File: config.mk
export PLATFORM = sky130hd
export DESIGN_NAME = unicycle_pose_integrator_unit
export DESIGN_NICKNAME = d
export VERILOG_FILES = /design/src/rtl/upi_pkg.sv /design/src/rtl/unicycle_pose_integrator_unit.sv
export VERILOG_INCLUDE_DIRS = /design/src /design/src/rtl
export SDC_FILE = /design/constraint.sdc
export NUM_CORES = 2
export LEC_CHECK = 0
export ABC_AREA = 1
export BUFFER_PORTS_ARGS = -buffer_cell sky130_fd_sc_hd__clkbuf_2
export CAP_MARGIN = 20
export CORE_AREA = 5 5 433 435
export CTS_CLUSTER_DIAMETER = 60
export CTS_CLUSTER_SIZE = 40
export DETAILED_ROUTE_END_ITERATION = 8
export DIE_AREA = 0 0 438 440
export GPL_TIMING_DRIVEN = 0
export PLACE_DENSITY = 0.66
export SLEW_MARGIN = 10
export SYNTH_ARGS = -nofsm -noshare
export SYNTH_HDL_FRONTEND = slang
export SYNTH_SLANG_ARGS = --single-unit
export TNS_END_PERCENT = 1
File: constraint.sdc
create_clock -name i_clk -period 12.9 [get_ports i_clk]
set_clock_uncertainty 0.15 [all_clocks]
set_input_delay 0.645 -clock i_clk [delete_from_list [all_inputs] [get_ports i_clk]]
set_output_delay 0.645 -clock i_clk [all_outputs]
set_load 0.03 [all_outputs]
File: src/rtl/unicycle_pose_integrator_unit_macros.svh
// ----------------------------------------------------------------------------
// Assertion macros for the unicycle pose integrator
// Same-cycle and next-cycle implication checks, gated by the active-low reset.
// ----------------------------------------------------------------------------
`ifndef UNICYCLE_POSE_INTEGRATOR_UNIT_MACROS_SVH
`define UNICYCLE_POSE_INTEGRATOR_UNIT_MACROS_SVH

// ante holds -> cons holds in the same cycle
`define UPI_ASSERT_IMP(lbl, clk, rst_n, ante, cons, msg) \
    lbl: assert property (@(posedge clk) disable iff (!rst_n) (ante) |-> (cons)) \
        else $error(msg);

// ante holds -> cons holds in the next cycle
`define UPI_ASSERT_NXT(lbl, clk, rst_n, ante, cons, msg) \
    lbl: assert property (@(posedge clk) disable iff (!rst_n) (ante) |=> (cons)) \
        else $error(msg);

`endif

File: src/rtl/upi_pkg.sv
// ----------------------------------------------------------------------------
// upi_pkg
// Types, constants and tables of the unicycle pose integrator.
// ----------------------------------------------------------------------------
package upi_pkg;

    localparam int CORDIC_ITERATIONS = 16;
    localparam int AtanLen = 30;
    localparam int CordicRun = (CORDIC_ITERATIONS > AtanLen) ? AtanLen : CORDIC_ITERATIONS;

    // Q2.30 / Q16.16 constants
    localparam logic signed [34:0] CordicGain = 35'sd652032874;
    localparam logic signed [34:0] PiQ30      = 35'sd3373259426;
    localparam logic signed [34:0] HalfPiQ30  = 35'sd1686629713;
    localparam logic [35:0]        TwoPiQ16   = 36'd411775;
    localparam logic signed [37:0] WrapLow    = 38'sd205888;
    localparam logic signed [37:0] WrapBias   = 38'sd205888 + (38'sd411775 <<< 15);

    localparam logic [15:0] TimeStepReset = 16'd1966;
    localparam logic [30:0] RadiusReset   = 31'd65536;

    typedef enum logic [1:0] {
        REG_TIME_STEP     = 2'd0,
        REG_OFFSET_RADIUS = 2'd1
    } t_reg_idx;

    typedef enum logic [3:0] {
        S_IDLE,
        S_CSET,
        S_CITER,
        S_CDONE,
        S_MX,
        S_MY,
        S_IX,
        S_IY,
        S_IH,
        S_WSET,
        S_WRAP,
        S_WFIN,
        S_PX,
        S_PY,
        S_OUT
    } t_state;

    function automatic logic [29:0] f_atan(input logic [4:0] i);
        logic [29:0] r;
        begin
            case (i)
                5'd0:  r = 30'd843314857;
                5'd1:  r = 30'd497837830;
                5'd2:  r = 30'd263043837;
                5'd3:  r = 30'd133525159;
                5'd4:  r = 30'd67021687;
                5'd5:  r = 30'd33543516;
                5'd6:  r = 30'd16775851;
                5'd7:  r = 30'd8388437;
                5'd8:  r = 30'd4194283;
                5'd9:  r = 30'd2097149;
                5'd10: r = 30'd1048576;
                5'd11: r = 30'd524288;
                5'd12: r = 30'd262144;
                5'd13: r = 30'd131072;
                5'd14: r = 30'd65536;
                5'd15: r = 30'd32768;
                5'd16: r = 30'd16384;
                5'd17: r = 30'd8192;
                5'd18: r = 30'd4096;
                5'd19: r = 30'd2048;
                5'd20: r = 30'd1024;
                5'd21: r = 30'd512;
                5'd22: r = 30'd256;
                5'd23: r = 30'd128;
                5'd24: r = 30'd64;
                5'd25: r = 30'd32;
                5'd26: r = 30'd16;
                5'd27: r = 30'd8;
                5'd28: r = 30'd4;
                5'd29: r = 30'd2;
                default: r = 30'd0;
            endcase
            return r;
        end
    endfunction

    function automatic logic signed [31:0] f_sat32(input logic signed [37:0] v);
        logic signed [31:0] r;
        begin
            if (v > 38'sd2147483647) r = 32'sh7FFFFFFF;
            else if (v < -38'sd2147483648) r = 32'sh80000000;
            else r = v[31:0];
            return r;
        end
    endfunction

endpackage

File: src/rtl/unicycle_pose_integrator_unit.sv
// ----------------------------------------------------------------------------
// unicycle_pose_integrator_unit
// Trapezoidal unicycle odometry in Q16.16 with a shared CORDIC and multiplier.
// ----------------------------------------------------------------------------
//  channel | valid        | stall        | payload
//  --------+--------------+--------------+-----------------------------------
//  in      | i_in_valid   | o_in_stall   | i_speed_linear, i_speed_angular
//  out     | o_out_valid  | i_out_stall  | o_pose_*, o_point_x, o_point_y
//  cfg     | i_cfg_we     | -            | i_cfg_index, i_cfg_data
//
//  Work on one beat runs from acceptance to the result register as two passes
//  of the single CORDIC stage, seven products on the one multiplier and a
//  heading wrap of 16 compare-subtract steps.
//  Only one beat is in work; the input stalls until the result is loaded.
//  A held result stalls the last step, not the computation before it.
//  Synchronous reset clears pose, last rates and registers to defaults.
// ----------------------------------------------------------------------------
`include "unicycle_pose_integrator_unit_macros.svh"

module unicycle_pose_integrator_unit
    import upi_pkg::*;
(
    input  logic               i_clk,
    input  logic               i_rst_n,
    input  logic               i_cfg_we,
    input  logic [1:0]         i_cfg_index,
    input  logic [30:0]        i_cfg_data,
    input  logic               i_in_valid,
    output logic               o_in_stall,
    input  logic signed [31:0] i_speed_linear,
    input  logic signed [31:0] i_speed_angular,
    output logic               o_out_valid,
    input  logic               i_out_stall,
    output logic signed [31:0] o_pose_x,
    output logic signed [31:0] o_pose_y,
    output logic signed [18:0] o_pose_heading,
    output logic signed [31:0] o_point_x,
    output logic signed [31:0] o_point_y
);

    t_state r_state, n_state;

    logic [15:0]        r_ts;
    logic [30:0]        r_rad;
    logic signed [31:0] r_v, r_w;
    logic signed [31:0] r_px, r_py, r_lrx, r_lry, r_lrw, r_rx, r_ry, r_ptx;
    logic signed [18:0] r_head;
    logic               r_pass, r_flip, r_out_valid;
    logic signed [33:0] r_cx, r_cy;
    logic signed [34:0] r_cz;
    logic [4:0]         r_it;
    logic signed [19:0] r_cos, r_sin;
    logic [35:0]        r_wrap;
    logic [3:0]         r_k;
    logic signed [53:0] r_prod;

    logic signed [32:0] mul_a;
    logic signed [20:0] mul_b;
    logic signed [53:0] prod;
    logic signed [37:0] rnd16;
    logic signed [36:0] inc17;
    logic signed [34:0] z0;
    logic signed [33:0] dx, dy, xf, yf;
    logic signed [34:0] atan_e;
    logic [35:0]        wstep;
    logic               in_acc, out_load, head_ok;

    assign in_acc   = i_in_valid && (r_state == S_IDLE);
    assign out_load = (r_state == S_OUT) && !(r_out_valid && i_out_stall);
    assign head_ok  = (r_head >= -19'sd205888) && (r_head <= 19'sd205886);

    // ---- next state
    always_comb begin
        n_state = r_state;
        case (r_state)
            S_IDLE:  if (i_in_valid) n_state = S_CSET;
            S_CSET:  n_state = S_CITER;
            S_CITER: if (r_it == 5'(CordicRun - 1)) n_state = S_CDONE;
            S_CDONE: n_state = r_pass ? S_PX : S_MX;
            S_MX:    n_state = S_MY;
            S_MY:    n_state = S_IX;
            S_IX:    n_state = S_IY;
            S_IY:    n_state = S_IH;
            S_IH:    n_state = S_WSET;
            S_WSET:  n_state = S_WRAP;
            S_WRAP:  if (r_k == 4'd0) n_state = S_WFIN;
            S_WFIN:  n_state = S_CSET;
            S_PX:    n_state = S_PY;
            S_PY:    n_state = S_OUT;
            S_OUT:   if (out_load) n_state = S_IDLE;
            default: n_state = S_IDLE;
        endcase
    end

    // ---- outputs
    always_comb begin
        o_in_stall  = (r_state != S_IDLE);
        o_out_valid = r_out_valid;
    end

    // ---- shared multiplier operand select
    always_comb begin
        mul_a = '0;
        mul_b = '0;
        case (r_state)
            S_MX: begin mul_a = 33'(r_v); mul_b = 21'(r_cos); end
            S_MY: begin mul_a = 33'(r_v); mul_b = 21'(r_sin); end
            S_IX: begin mul_a = 33'(r_rx) + 33'(r_lrx); mul_b = {5'd0, r_ts}; end
            S_IY: begin mul_a = 33'(r_ry) + 33'(r_lry); mul_b = {5'd0, r_ts}; end
            S_IH: begin mul_a = 33'(r_w) + 33'(r_lrw); mul_b = {5'd0, r_ts}; end
            S_PX: begin mul_a = {2'b00, r_rad}; mul_b = 21'(r_cos); end
            S_PY: begin mul_a = {2'b00, r_rad}; mul_b = 21'(r_sin); end
            // keeps the last product while the result waits
            S_OUT: begin mul_a = {2'b00, r_rad}; mul_b = 21'(r_sin); end
            default: begin mul_a = '0; mul_b = '0; end
        endcase
    end

    always_comb begin
        prod   = 54'(mul_a) * 54'(mul_b);
        rnd16  = 38'((r_prod + 54'sd32768) >>> 16);
        inc17  = 37'((r_prod + 54'sd65536) >>> 17);
        // heading to Q2.30, folded into [-pi/2, pi/2]
        z0     = 35'(r_head) <<< 14;
        dx     = r_cy >>> r_it;
        dy     = r_cx >>> r_it;
        atan_e = 35'($signed({1'b0, f_atan(r_it)}));
        xf     = r_flip ? -r_cx : r_cx;
        yf     = r_flip ? -r_cy : r_cy;
        wstep  = TwoPiQ16 << r_k;
    end

    always_ff @(posedge i_clk) begin
        if (!i_rst_n) begin
            r_state     <= S_IDLE;
            r_ts        <= TimeStepReset;
            r_rad       <= RadiusReset;
            r_px        <= '0;
            r_py        <= '0;
            r_head      <= '0;
            r_lrx       <= '0;
            r_lry       <= '0;
            r_lrw       <= '0;
            r_out_valid <= 1'b0;
            r_pass      <= 1'b0;
            r_it        <= '0;
            r_k         <= '0;
        end else begin
            r_state <= n_state;
            if (i_cfg_we) begin
                case (i_cfg_index)
                    REG_TIME_STEP:     r_ts  <= i_cfg_data[15:0];
                    REG_OFFSET_RADIUS: r_rad <= i_cfg_data;
                    default: ;
                endcase
            end
            if (out_load) r_out_valid <= 1'b1;
            else if (r_out_valid && !i_out_stall) r_out_valid <= 1'b0;
            r_prod <= prod;
            case (r_state)
                S_IDLE: begin
                    r_v    <= i_speed_linear;
                    r_w    <= i_speed_angular;
                    r_pass <= 1'b0;
                end
                S_CSET: begin
                    r_cx <= 34'(CordicGain);
                    r_cy <= '0;
                    r_it <= '0;
                    if (z0 > HalfPiQ30) begin
                        r_cz <= z0 - PiQ30; r_flip <= 1'b1;
                    end else if (z0 < -HalfPiQ30) begin
                        r_cz <= z0 + PiQ30; r_flip <= 1'b1;
                    end else begin
                        r_cz <= z0; r_flip <= 1'b0;
                    end
                end
                S_CITER: begin
                    if (r_cz >= 0) begin
                        r_cx <= r_cx - dx; r_cy <= r_cy + dy; r_cz <= r_cz - atan_e;
                    end else begin
                        r_cx <= r_cx + dx; r_cy <= r_cy - dy; r_cz <= r_cz + atan_e;
                    end
                    r_it <= r_it + 5'd1;
                end
                S_CDONE: begin
                    r_cos <= 20'((xf + 34'sd8192) >>> 14);
                    r_sin <= 20'((yf + 34'sd8192) >>> 14);
                end
                S_MY: r_rx <= f_sat32(rnd16);
                S_IX: r_ry <= f_sat32(rnd16);
                S_IY: r_px <= f_sat32(38'(r_px) + 38'(inc17));
                S_IH: r_py <= f_sat32(38'(r_py) + 38'(inc17));
                S_WSET: begin
                    // biased positive so the wrap is a plain unsigned remainder
                    r_wrap <= 36'(38'(r_head) + 38'(inc17) + WrapBias);
                    r_lrx  <= r_rx;
                    r_lry  <= r_ry;
                    r_lrw  <= r_w;
                    r_k    <= 4'd15;
                end
                S_WRAP: begin
                    if (r_wrap >= wstep) r_wrap <= r_wrap - wstep;
                    r_k <= r_k - 4'd1;
                end
                S_WFIN: begin
                    r_head <= 19'(38'(r_wrap) - WrapLow);
                    r_pass <= 1'b1;
                end
                S_PY: r_ptx <= f_sat32(38'(r_px) + rnd16);
                S_OUT: begin
                    if (out_load) begin
                        o_pose_x       <= r_px;
                        o_pose_y       <= r_py;
                        o_pose_heading <= r_head;
                        o_point_x      <= r_ptx;
                        o_point_y      <= f_sat32(38'(r_py) + rnd16);
                    end
                end
                default: ;
            endcase
        end
    end

    `UPI_ASSERT_NXT(a_accept_starts, i_clk, i_rst_n, in_acc, r_state == S_CSET, "no start")
    `UPI_ASSERT_IMP(a_iter_bound, i_clk, i_rst_n, r_state == S_CITER, r_it < 5'(CordicRun), "overrun")
    `UPI_ASSERT_NXT(a_load_valid, i_clk, i_rst_n, out_load, r_out_valid, "result lost")
    `UPI_ASSERT_IMP(a_head_range, i_clk, i_rst_n, 1'b1, head_ok, "heading out of range")

endmodule
==> run metrics <==
status complete, no violations; initial core utilization 0.498; WL per Instance roughly 24 um; Routed met3 length approximately 31 mm; async set-reset flop share out of synthesis 0; worst r2r src r_ry[0]$_DFFE_PP_; mux share of post-synthesis cell area 0.000110; Clock Path Buffers 3; total CTS buffers 86; Peak Freq 88.4 MHz; Top Ports about 250; share of layout cells above drive strength 1 0.0579; largest net degree at the start of global routing 37; worst-path fanout max 10; gpl congestion ~1.0; port bufs 250; Core Box Area 183000 um2; Critical Path AT around 12000 ps; max_cap viols 0; Peak VDD IR about 230 uV; CTS clk-pin slew, worst paths 90 ps; non-filler instance count after layout 15700; Distinct cells, synth 77; total gr overflow 0; Post-Synthesis Cell Area 91000 um2; drt first-iter violations 8841; met2 WL 168 mm; CP startpoint kind flop; simple-gate share of the synthesized area 0.273; largest family of logic cells by synthesized area simple AND/OR/NAND/NOR gates; adder-cell share of the synthesized area 0.237; initial antenna violation count 7; post-route minimum period about 11000 ps; H-tree levels 3; Crit path required time roughly 13000 ps; XOR/XNOR Fraction of Synth Area 0.0394; total global-route track usage 0.376; Synth Area per Inst 7.11 um2; Power, Total 0.0194 W; Final setup viols 0; Post-synth EDFFs 526; critical path's slowest cell nor2_1; clock sink count 797; crit path from r_ry[0]$_DFFE_PP_; Top Layer Used met4; Reg2Reg Depth 36; die area 193000 um2; Slew Viols, Final 0; Final Hold Fails 0; delay of the slowest critical-path stage 1020 ps; first-pass GRT wire length 547 mm; clock root buffer clkbuf_16; Leak Pwr 48.2 nW; Die X approximately 440 um; post-synthesis sequential area ratio 0.233; Synth Flop Type edfxtp_1; vias in the first global route between 80000 and 90000; DP Cell Count 15500; Worst Max-Slew Pin Slew between 1000 and 1500 ps; Via-to-Cell Ratio just under 6; M1 WL 142 mm; Worst setup endpoint r_prod[47]$_DFFE_PP_; antenna-violating nets left 0; Hold Path Class in -> reg; FF-to-FF setup slack approximately 1600 ps; Cells after Synth 12800; RR Endpoint r_prod[47]$_DFFE_PP_; relative slew slack 0.108; # rows 157; drt drc 0; CTS tree done; Net Count, Synth between 10000 and 15000; Vias ~91000; pwr dens between 150 and 200 nW/um2; CP Class reg -> reg; WL final 371 mm; Yosys reg bits roughly 800; First-pass DRT Iterations 6; CP endpoint kind flop; die height 440 um; Final #Nets 14700; Synth warnings 0; clock latency on the worst-skew pair 780 ps; period utilization 0.877; DP Wirelength 311 mm; RSZ-0062 raised after global routing no; area delta synth->final 9.97%; area fraction in compound gates after synthesis 0.119
==> cell usage in the layout, fill, tap and decap left out, types with 199 or more instances in the layout <==
master / instances
nand2_1: 3111
inv_1: 1946
nor2_1: 1604
a21oi_1: 812
nand3_1: 785
o21ai_0: 725
fa_1: 699
ha_1: 604
edfxtp_1: 526
dfxtp_1: 271
xor2_1: 264
clkbuf_2: 255
clkbuf_1: 199
==> through the flow <==
step / setup slack, ps / util / hold WS, ps / TNS, ps / instance area (um2)
2_1_floorplan: 4250 / - / 250 / 0 / 91000
3_3_place_gp: -747 / 0.521 / 250 / -103940 / 95300
6_report: 1590 / 0.548 / 48.0 / 0 / 100000
3_5_place_dp: 1860 / 0.525 / 255 / 0 / 95900
4_1_cts: 1820 / 0.547 / 17.1 / 0 / 100000
5_1_grt: 1250 / 0.548 / 43.0 / 0 / 100000
==> power by group <==
| group | switching [W] | internal [W] |
|---|---|---|
| logic | 0.00892 | 0.00375 |
| clock network | 0.00135 | 0.00143 |
| registers | 0.000580 | 0.00340 |
| total | 0.0109 | 0.00858 |
==> timing repair <==
item / CTS / global route
hold buffers: 92 / 0
resized for setup: 0 / 0
hold endpoints to repair: 92 / 0
setup buffers: 0 / 0
==> critical path, delay by kind of cell, from the launching register on <==
kind	cells	cell delay (ps)
adder cells (fa/ha/maj)	10	4470
AND/OR/NAND/NOR	13	3220
AO/OA/AOI/OAI	4	1480
buffers and inverters	9	1310
flip-flops	1	400
==> state kept, by name, summed over array words and instances, names as in the netlist, 34 cells and up <==
name	cells
r_prod	39
r_cx	34
r_cy	34
r_wrap	36
r_cz	35
==> worst min path at each step <==
| stage | from | endpoint | slack [ps] | cells after the start |
|---|---|---|---|---|
| CTS | i_cfg_data[26] | r_rad[26]$_SDFFE_PN0P_ | 20 | 3 |
| floorplan | r_ptx[0]$_SDFFCE_PN1P_ | o_point_x[0]$_DFFE_PP_ | 250 | 0 |
| detailed placement | r_ptx[0]$_SDFFCE_PN1P_ | o_point_x[0]$_DFFE_PP_ | 250 | 0 |
| global placement | r_ptx[22]$_SDFFCE_PN1P_ | o_point_x[22]$_DFFE_PP_ | 250 | 0 |
| global route | i_cfg_data[26] | r_rad[26]$_SDFFE_PN0P_ | 40 | 3 |
| finish | i_cfg_data[26] | r_rad[26]$_SDFFE_PN0P_ | 50 | 3 |
==> cell families after synthesis <==
logic type	after synthesis
flip-flops	797
multiplexers	1
AO/OA/AOI/OAI	1948
adder cells (fa/ha/maj)	1303
AND/OR/NAND/NOR	6006
buffers and inverters	2333
XOR/XNOR	406
==> routing by layer <==
metal	up-vias	track usage
li1	42200	-
met1	43100	0.459
met2	4584	0.614
met3	1150	0.0672
met4	0	0.244
met5	-	0
==> final cells by class <==
cell class	instances	area, um2
Fill cell	17700	82600
Multi-Input combinational cell	9664	60900
Sequential cell	797	21200
Inverter	1989	7470
Tap cell	2385	2980
Timing Repair Buffer	385	2790
Clock buffer	93	2240
Buffer	344	1550
Clock inverter	69	971
Antenna cell	4	10.0
==> synth_stat cells, drive strengths merged, types with 6 or more instances <==
cell       n  area [um2]
edfxtp   526       15800
o21a      41         308
inv     1983        7440
nand2   3141       11900
buf      144         790
a21boi    20         154
a22o      20         175
a22oi     15         123
o211ai    21         163
a21oi    816        4100
and3       9        56.3
nand4    144         907
nor4      45         330
o21ai    752        3800
clkbuf   200         751
xnor2    141        1250
ha       604        7560
o221a      8        90.1
a221oi     9        78.8
fa       699       14000
o31ai     15         113
or2       47         294
nor2    1650        6330
and2      22         138
xor2     265        2330
nor3     115         622
o221ai    11        96.3
clkinv     6        22.5
nand3    792        4000
a31oi     68         425
nand3b    37         278
a21o      47         353
o21bai    71         541
dfxtp    271        5430
a211oi     8        60.1
Power figures use the tool's default switching activity.
